==> src/hdl/pcrf_pkg.sv <==
// shared types and constants for the power converter register file
// no dependencies; imported by power_converter_register_file
package pcrf_pkg;

  localparam int unsigned NumRegsDefault = 16;

  localparam int unsigned DataW = 8;
  localparam int unsigned AddrW = 8;

  // command codes carried in tuser
  typedef enum logic [1:0] {
    CMD_WRITE  = 2'd0,
    CMD_READ   = 2'd1,
    CMD_TICK   = 2'd2,
    CMD_UNUSED = 2'd3
  } cmd_e;

  // fixed register addresses
  localparam logic [AddrW-1:0] AddrLimit  = 8'd2;
  localparam logic [AddrW-1:0] AddrMask   = 8'd5;
  localparam logic [AddrW-1:0] AddrMode   = 8'd6;
  localparam logic [AddrW-1:0] AddrStatus = 8'd7;

  localparam logic [DataW-1:0] LimitReset  = 8'h32;
  localparam logic [DataW-1:0] ModeReset   = 8'h20;
  localparam logic [DataW-1:0] StatusReset = 8'h03;

  localparam logic [DataW-1:0] FaultBits     = 8'hE0;
  localparam logic [DataW-1:0] FaultClrMask  = 8'h1F;
  localparam logic [DataW-1:0] PhaseClrMask  = 8'hFC;
  localparam logic [DataW-1:0] OvpBit        = 8'h20;
  localparam logic [DataW-1:0] OutEnableBit  = 8'h80;

  localparam logic [1:0] PhaseLast = 2'd2;

  function automatic logic [DataW-1:0] reg_reset_val(input int unsigned idx);
    logic [DataW-1:0] val;
    val = '0;
    if (idx == int'(AddrLimit)) val = LimitReset;
    if (idx == int'(AddrMode)) val = ModeReset;
    if (idx == int'(AddrStatus)) val = StatusReset;
    return val;
  endfunction

  function automatic logic fault_eval(input logic [DataW-1:0] status,
                                      input logic [DataW-1:0] mask);
    return |(status & mask & FaultBits);
  endfunction

endpackage

==> src/hdl/power_converter_register_file.sv <==
// power converter register file: byte bus writes, reads and time ticks
// a transaction accepted on the slave side passes the input register, then the
// result register, before it is offered on the master side; throughput: one
// transaction per cycle unless the master side stalls (single-pass bank update)
// reset: asynchronous active low; bank returns to mode 0x20, status 0x03,
// limit 0x32, others zero; interrupt inactive, tick phase zero
module power_converter_register_file
  import pcrf_pkg::*;
#(
  parameter int unsigned NUM_REGS = NumRegsDefault
) (
  input  logic        clk_i,
  input  logic        rst_ni,
  input  logic        s_axis_tvalid,
  output logic        s_axis_tready,
  input  logic [15:0] s_axis_tdata,   // [7:0] reg_address, [15:8] write_data
  input  logic [1:0]  s_axis_tuser,   // [1:0] cmd
  input  logic        s_axis_tlast,   // last_byte
  output logic        m_axis_tvalid,
  input  logic        m_axis_tready,
  output logic [15:0] m_axis_tdata    // [7:0] read_data, [8] int_pin_level, [15:9] zero
);

  localparam int unsigned IdxW = (NUM_REGS > 1) ? $clog2(NUM_REGS) : 1;

  // input register
  logic             in_vld_q;
  logic [AddrW-1:0] in_addr_q;
  logic [DataW-1:0] in_data_q;
  cmd_e             in_cmd_q;
  logic             in_last_q;

  // result register
  logic             out_vld_q;
  logic [DataW-1:0] out_rd_q;
  logic             out_pin_q;

  // state
  logic [DataW-1:0] regs_q [NUM_REGS];
  logic [DataW-1:0] regs_d [NUM_REGS];
  logic             fault_q, fault_d;
  logic [1:0]       phase_q, phase_d;
  logic [DataW-1:0] rd_d;

  logic             advance;
  logic             in_range;
  logic [IdxW-1:0]  idx;
  logic [DataW-1:0] status_cur, mask_cur, mode_cur, status_nxt, mask_nxt;

  assign advance       = in_vld_q && (!out_vld_q || m_axis_tready);
  assign s_axis_tready = !in_vld_q || advance;

  always_ff @(posedge clk_i or negedge rst_ni) begin
    if (!rst_ni) begin
      in_vld_q <= 1'b0;
    end else if (s_axis_tready) begin
      in_vld_q <= s_axis_tvalid;
    end
  end

  always_ff @(posedge clk_i) begin
    if (s_axis_tready && s_axis_tvalid) begin
      in_addr_q <= s_axis_tdata[7:0];
      in_data_q <= s_axis_tdata[15:8];
      in_cmd_q  <= cmd_e'(s_axis_tuser);
      in_last_q <= s_axis_tlast;
    end
  end

  assign in_range   = {1'b0, in_addr_q} < 9'(NUM_REGS);
  assign idx        = in_addr_q[IdxW-1:0];
  assign status_cur = regs_q[AddrStatus[IdxW-1:0]];
  assign mask_cur   = regs_q[AddrMask[IdxW-1:0]];
  assign mode_cur   = regs_q[AddrMode[IdxW-1:0]];

  always_comb begin
    regs_d     = regs_q;
    fault_d    = fault_q;
    phase_d    = phase_q;
    rd_d       = '0;
    status_nxt = status_cur;
    mask_nxt   = mask_cur;
    unique case (in_cmd_q)
      CMD_WRITE: begin
        if (in_range && in_addr_q != AddrStatus) begin
          regs_d[idx] = in_data_q;
          if (in_addr_q == AddrMask) mask_nxt = in_data_q;
        end
        // interrupt only follows the mask on the final byte
        if (in_last_q) fault_d = fault_eval(status_cur, mask_nxt);
      end
      CMD_READ: begin
        if (in_range) begin
          rd_d = regs_q[idx];
          if (in_addr_q == AddrStatus) begin
            status_nxt = status_cur & FaultClrMask;
            regs_d[AddrStatus[IdxW-1:0]] = status_nxt;
            fault_d = fault_eval(status_nxt, mask_cur);
          end
        end
      end
      CMD_TICK: begin
        phase_d = (phase_q >= PhaseLast) ? 2'd0 : phase_q + 2'd1;
        if (phase_d == 2'd0 && (mode_cur & OutEnableBit) != '0) begin
          status_nxt = status_nxt | OvpBit;
        end
        status_nxt = (status_nxt & PhaseClrMask) | {6'd0, phase_d};
        regs_d[AddrStatus[IdxW-1:0]] = status_nxt;
        fault_d = fault_eval(status_nxt, mask_cur);
      end
      CMD_UNUSED: begin
      end
      default: begin
      end
    endcase
  end

  always_ff @(posedge clk_i or negedge rst_ni) begin
    if (!rst_ni) begin
      for (int i = 0; i < NUM_REGS; i++) begin
        regs_q[i] <= reg_reset_val(i);
      end
      fault_q <= 1'b0;
      phase_q <= 2'd0;
    end else if (advance) begin
      regs_q  <= regs_d;
      fault_q <= fault_d;
      phase_q <= phase_d;
    end
  end

  always_ff @(posedge clk_i or negedge rst_ni) begin
    if (!rst_ni) begin
      out_vld_q <= 1'b0;
    end else if (advance) begin
      out_vld_q <= 1'b1;
    end else if (m_axis_tready) begin
      out_vld_q <= 1'b0;
    end
  end

  always_ff @(posedge clk_i) begin
    if (advance) begin
      out_rd_q  <= rd_d;
      out_pin_q <= !fault_d;
    end
  end

  assign m_axis_tvalid = out_vld_q;
  assign m_axis_tdata  = {7'd0, out_pin_q, out_rd_q};

endmodule

==> config.mk <==
export PLATFORM = sky130hd
export DESIGN_NAME = power_converter_register_file
export DESIGN_NICKNAME = d
export VERILOG_FILES = /design/src/hdl/pcrf_pkg.sv /design/src/hdl/power_converter_register_file.sv
export SDC_FILE = /design/constraint.sdc
export NUM_CORES = 1
export LEC_CHECK = 0
export BUFFER_PORTS_ARGS = -buffer_cell sky130_fd_sc_hd__buf_2
export CORE_MARGIN = 2
export CORE_UTILIZATION = 62
export DETAILED_ROUTE_END_ITERATION = 7
export PLACE_DENSITY = 0.81
export SYNTH_ARGS = -nofsm -noshare
export SYNTH_HDL_FRONTEND = slang
export SYNTH_SLANG_ARGS = --single-unit
==> constraint.sdc <==
create_clock -name clk_i -period 3.54 [get_ports clk_i]
set_input_delay 0.531 -clock clk_i [delete_from_list [all_inputs] [get_ports clk_i]]
set_output_delay 0.531 -clock clk_i [all_outputs]
set_load 0.005 [all_outputs]
# After elaboration in Yosys (flattened, before gate mapping)
# Cells that the tools add are included.
# op_classes
reduce_logical	23
n_eq_ne	8
n_lt_le_gt_ge	4
n_mux	22
n_bitwise	6
n_addsub	1
# ops
cell	n
bitwise mux 128 bit	1
2-to-1 mux 72 bit	1
2-to-1 mux 8 bit	9
binary-select mux 8 bit (select 4 bit)	1
demux 8 bit (select 4 bit)	1
case mux 8 bit (3 select lines)	1
AND 8 bit	2
equality test 8 x 3 -> 1 bit, second input constant	2
OR reduction 3 bit	3
AND 5 x 8 -> 8 bit	1
< comparator 8 x 5 -> 1 bit, second input constant	1
!= test 8 x 3 -> 1 bit, second input constant	1
OR 8 x 2 -> 8 bit	1
2-to-1 mux 6 bit	1
!= test 2 bit, second input constant	3
greater-or-equal comparator 5 bit, second input constant	1
logical AND 1 bit	5
< comparator 5 x 1 -> 1 bit, second input constant	1
2-to-1 mux 1 bit	5
NOT 4 -> 5 bit	1
AND reduction 5 bit	1
logical NOT 2 bit	2
AND reduction 2 bit	2
AND reduction 4 bit	1
other kinds (12)	16
# totals
wordCells	91
in_bits	23
regBits	161
output_inout_bits	18

# Longest topological paths before layout
# logic_depth
ltp_word	11
ltp_mapped	7
mapped_depth_nobuf	7

# Least setup slack after synthesis
# No wires, ideal clock.
# synth_path
kind	register to register
startpoint	register in_addr_q[7]
endpoint	register regs_q[104] (netlist bit)
setup_time_ps	125
stages_incl_launch_ff	7
path_slack_ps	1301
synth_period_minus_slack_ps	2239
t_required_ps	3415
t_arrival_ps	2114
path_buffers	1
cell_sequence	edfxtp_1 nor4_4 nand4_1 or3b_1 buf_2 nor3_4 mux2_2
# synth_via
elab_chain_cells	3
word_cells_on_any_way	4
cone_classes	order compare (1); eq/ne (1); reduce/logical (2)
# synth_lines
element	line	rtl
start: declaration	power_converter_register_file.sv:28	logic [AddrW-1:0] in_addr_q;
start signal: assignment	power_converter_register_file.sv:63	in_addr_q <= s_axis_tdata[7:0];
< comparator 8 x 5 -> 1 bit / != test 8 x 3 -> 1 bit (equally long branches)	power_converter_register_file.sv:70, power_converter_register_file.sv:85	
logical AND 1 bit *	power_converter_register_file.sv:85	if (in_range && in_addr_q != AddrStatus) begin
AND reduction 3 bit (no line) *	n/a	
end signal: indexed assignment	power_converter_register_file.sv:121	regs_q[i] <= reg_reset_val(i);
end signal: assignment	power_converter_register_file.sv:126	regs_q <= regs_d;
end: declaration	power_converter_register_file.sv:39	logic [DataW-1:0] regs_q [NUM_REGS];
# Every way passes the cells marked *; elsewhere a longest branch is shown, timed or not.
# A chain may end at the register's enable or synchronous reset.

# Worst setup path after layout
# layout_path
startpoint	register in_addr_q[7]
endpoint	register regs_q[43] (netlist bit)
# Same word-level chain as after synthesis.

==> impl_metrics.py <==
metrics = {
    "layout": {
        "fill_cells": 731,
        "multiInputGateArea_sq_um": 2930,
        "syn_to_final_growth_pct": 11.4,
        "drive_gt1_share_pct": 47.6,
        "n_antenna_cell": 0,
        "fin_util_pct": 70.9,
        "register_area_sq_um": 4180,
        "nets": 522,
    },
    "global_route": {
        "grt_usage_pct": 26.5,
        "grt.overflow.total": 0,
        "grt_pass1_wl_microns": 25000,
        "grt_start_max_net_pins": 69,
        "antenna_found_initial": 0,
        "grt_pass1_vias": 4510,
    },
    "placed_design": {
        "post-place-ws_ns": 0.921,
        "gp_congestion": 0.841,
        "post-dp-hpwl_microns": 10200,
        "port-buffer-count": 33,
    },
    "floorplanning": {
        "dieWidth_microns": 112,
        "fp.dieArea_sq_um": 12600,
        "num_rows": 39,
        "core-area_sq_um": 11400,
        "ios": 41,
        "initial_core_util_pct": 63.7,
        "dieHeight_microns": 112,
    },
    "critical_path": {
        "timing.rr.start": "in_addr_q[7]",
        "reg2reg_slack_ns": 0.90,
        "worstReg2RegEnd": "regs_q[43]",
        "cpMaxStageDelayCell": "or3b_1",
        "crit_path_max_incr_delay_ns": 0.59,
        "critPathLaunchType": "register",
        "cp_max_fo": 8,
        "worstPathRequired_ns": 3.85,
        "rr_worst_depth": 5,
        "end_kind": "register",
        "path_cells": "nor4_4 > nand4_1 > or3b_1 > nor2_2 > mux2_2",
        "path_class": "reg2reg",
        "arrival_ns": 2.95,
    },
    "cts": {
        "cts_sinks": 161,
        "clk_latency_ns": 0.43,
        "cts-root-buf": "clkbuf_16",
        "cts_setup_buffers": 0,
        "cts_buffers": 17,
        "cts_tree": "yes",
        "cts-resized-gates": 0,
        "htree_levels": 4,
        "hold_buffers": 0,
        "path_clk_slew_ns": 0.06,
        "cts.path.max_buffers": 2,
    },
    "logic_synthesis": {
        "synth-xor-area-share_pct": 0,
        "ys.flop_type": "dfrtp_1",
        "yosysTopAreaCellShare_pct": 43.7,
        "synth_compound_area_share_pct": 2.55,
        "synth_top_cell_by_area": "dfrtp_1",
        "synth_adder_area_share_pct": 0.688,
        "ys_warn_count": 0,
        "synth_cell_types": 48,
        "synth.most_common_cell": "dfrtp_1",
        "synth_area_sq_um": 7270,
        "synth.avg_cell_area_sq_um": 15.6,
        "yosysSeqAreaShare_pct": 57.4,
        "muxShareOfSynthArea_pct": 31.0,
        "synth_cells": 465,
        "ys_ff_latch": 161,
        "synth-simple-area-share_pct": 5.70,
        "netlist_top_cells_area": "dfrtp_1 (44%), mux2_2 (19%), edfxtp_1 (12%), mux4_2 (9.9%), mux2i_1 (2.2%)",
        "synthArstFlopShare_pct": 82.6,
        "ys_top_cells_by_count": "dfrtp_1 (127), mux2_2 (122), mux4_2 (32), edfxtp_1 (28), clkbuf_1 (19)",
        "synth_edf_count": 28,
        "synth_top_family_by_area": "multiplexers",
    },
    "route": {
        "drt-met1-wl_microns": 6370,
        "route.detailed.drc": 0,
        "routed.top_layer": "met4",
        "drtIter0Drc": 286,
        "wl_per_cell_microns": 23.1,
        "num_vias": 4134,
        "routed-wl-met3_microns": 865,
        "ant_nets": 0,
        "dr_wl_met2_microns": 7510,
        "vias_per_cell": 6.35,
        "routed_wl_microns": 15000,
        "dr.pass1.iters": 4,
    },
    "timing": {
        "skew_ns": 0.0172,
        "maxSlewViolCount": 0,
        "hold_viol": 0,
        "max_freq_mhz": 378,
        "worst_pin_slew_ns": 0.968,
        "timing.final.ws_setup_ns": 0.897,
        "setup-tns-final_ns": 0,
        "max_slew_margin_pct": 35.4,
        "timing.final.crit_share_pct": 74.7,
        "period_needed_ns": 2.64,
        "setup_viol_count_final": 0,
        "rsz0062_at_grt": "false",
    },
    "run": {
        "cap_violations": 0,
    },
    "power_and_ir_drop": {
        "power.total_w": 0.00398,
        "ir_drop_uv": 490,
        "power.density_nw_per_um2": 492,
        "power.leakage_nw": 3.74,
    },
    "hold_path": {
        "hold_path.class": "in2async",
    },
    "status": {
        "status": "complete, no violations",
    },
}
worst max path at each step:
| stage | from | to | slack (ns) | cells after the start |
|---|---|---|---|---|
| floorplan | in_addr_q[7] | regs_q[104] | 1.30 | 6 |
| global placement | in_addr_q[0] | status_cur[2] | 0.98 | 6 |
| detailed placement | in_addr_q[0] | status_cur[2] | 0.92 | 6 |
| CTS | in_addr_q[0] | status_cur[2] | 0.91 | 6 |
| global route | in_addr_q[0] | status_cur[3] | 0.70 | 6 |
| finish | in_addr_q[7] | regs_q[43] | 0.90 | 5 |
stage by stage:
stage / instances / instance area [sq um] / hold slack, ns
finish: 651 / 8100 / 0.208
global route: 651 / 8100 / 0.257
CTS: 651 / 8100 / 0.236
detailed placement: 619 / 7530 / 0.470
global placement: 619 / 7530 / 0.465
floorplan: 471 / 7290 / 0.235
cell usage in the layout (no fill, tap or decap), drive strengths merged, types with 2 or more instances in the layout:
| cell type | count |
|---|---|
| nor2b | 2 |
| ha | 4 |
| nor4 | 4 |
| and2 | 6 |
| nand2 | 14 |
| or2 | 2 |
| clkbuf | 26 |
| mux2 | 122 |
| nor3 | 5 |
| clkinv | 5 |
| buf | 39 |
| nor2 | 12 |
| mux4 | 32 |
| o21bai | 2 |
| nand2b | 9 |
| o21ai | 2 |
| o22ai | 8 |
| nand3 | 3 |
| o41ai | 2 |
| inv | 6 |
| dfrtp | 127 |
| or3 | 2 |
| conb | 7 |
| mux2i | 16 |
| edfxtp | 28 |
| dfstp | 6 |
power breakdown:
part	switching, W	internal [W]
sequential	0.0000861	0.00195
clock	0.000679	0.00105
combinational	0.000114	0.0000950
area by class of cell:
type / count / area share, %
clock buffer: 26 / 6.29
sequential: 161 / 51.6
timing repair buffer: 39 / 2.78
multi-input combinational: 270 / 36.2
inverter: 6 / 0.278
tap: 143 / 2.21
clock inverter: 6 / 0.680
metal layers:
metal,track usage (%),up-vias
met5,0,-
met4,12.2,0
met3,6.59,22
met2,40.8,128
met1,36.3,2199
li1,-,1785
state kept, by name, indices dropped and copies added, names as in the netlist, named ones only:
register	count
in_addr_q	8
out_pin_q	1
regs_q	104
in_last_q	1
status_cur	8
in_vld_q	1
in_cmd_q	2
mask_cur	8
phase_q	2
m_axis_tvalid	1
mode_cur	8
out_rd_q	8
in_data_q	8
cells by family after synthesis:
logic type,after synthesis
mux,170
flops,161
simple gates,64
buf+inv,40
compound gates,25
fa+ha+maj,4
other cells,1
worst max-delay path, delay by kind of cell, from the launching register on:
| kind | cells | cell delay (ns) |
|---|---|---|
| AND/OR/NAND/NOR | 4 | 1.69 |
| multiplexers | 1 | 0.40 |
| flip-flops | 1 | 0.43 |
No activity file was read; power rests on OpenSTA's default activity.
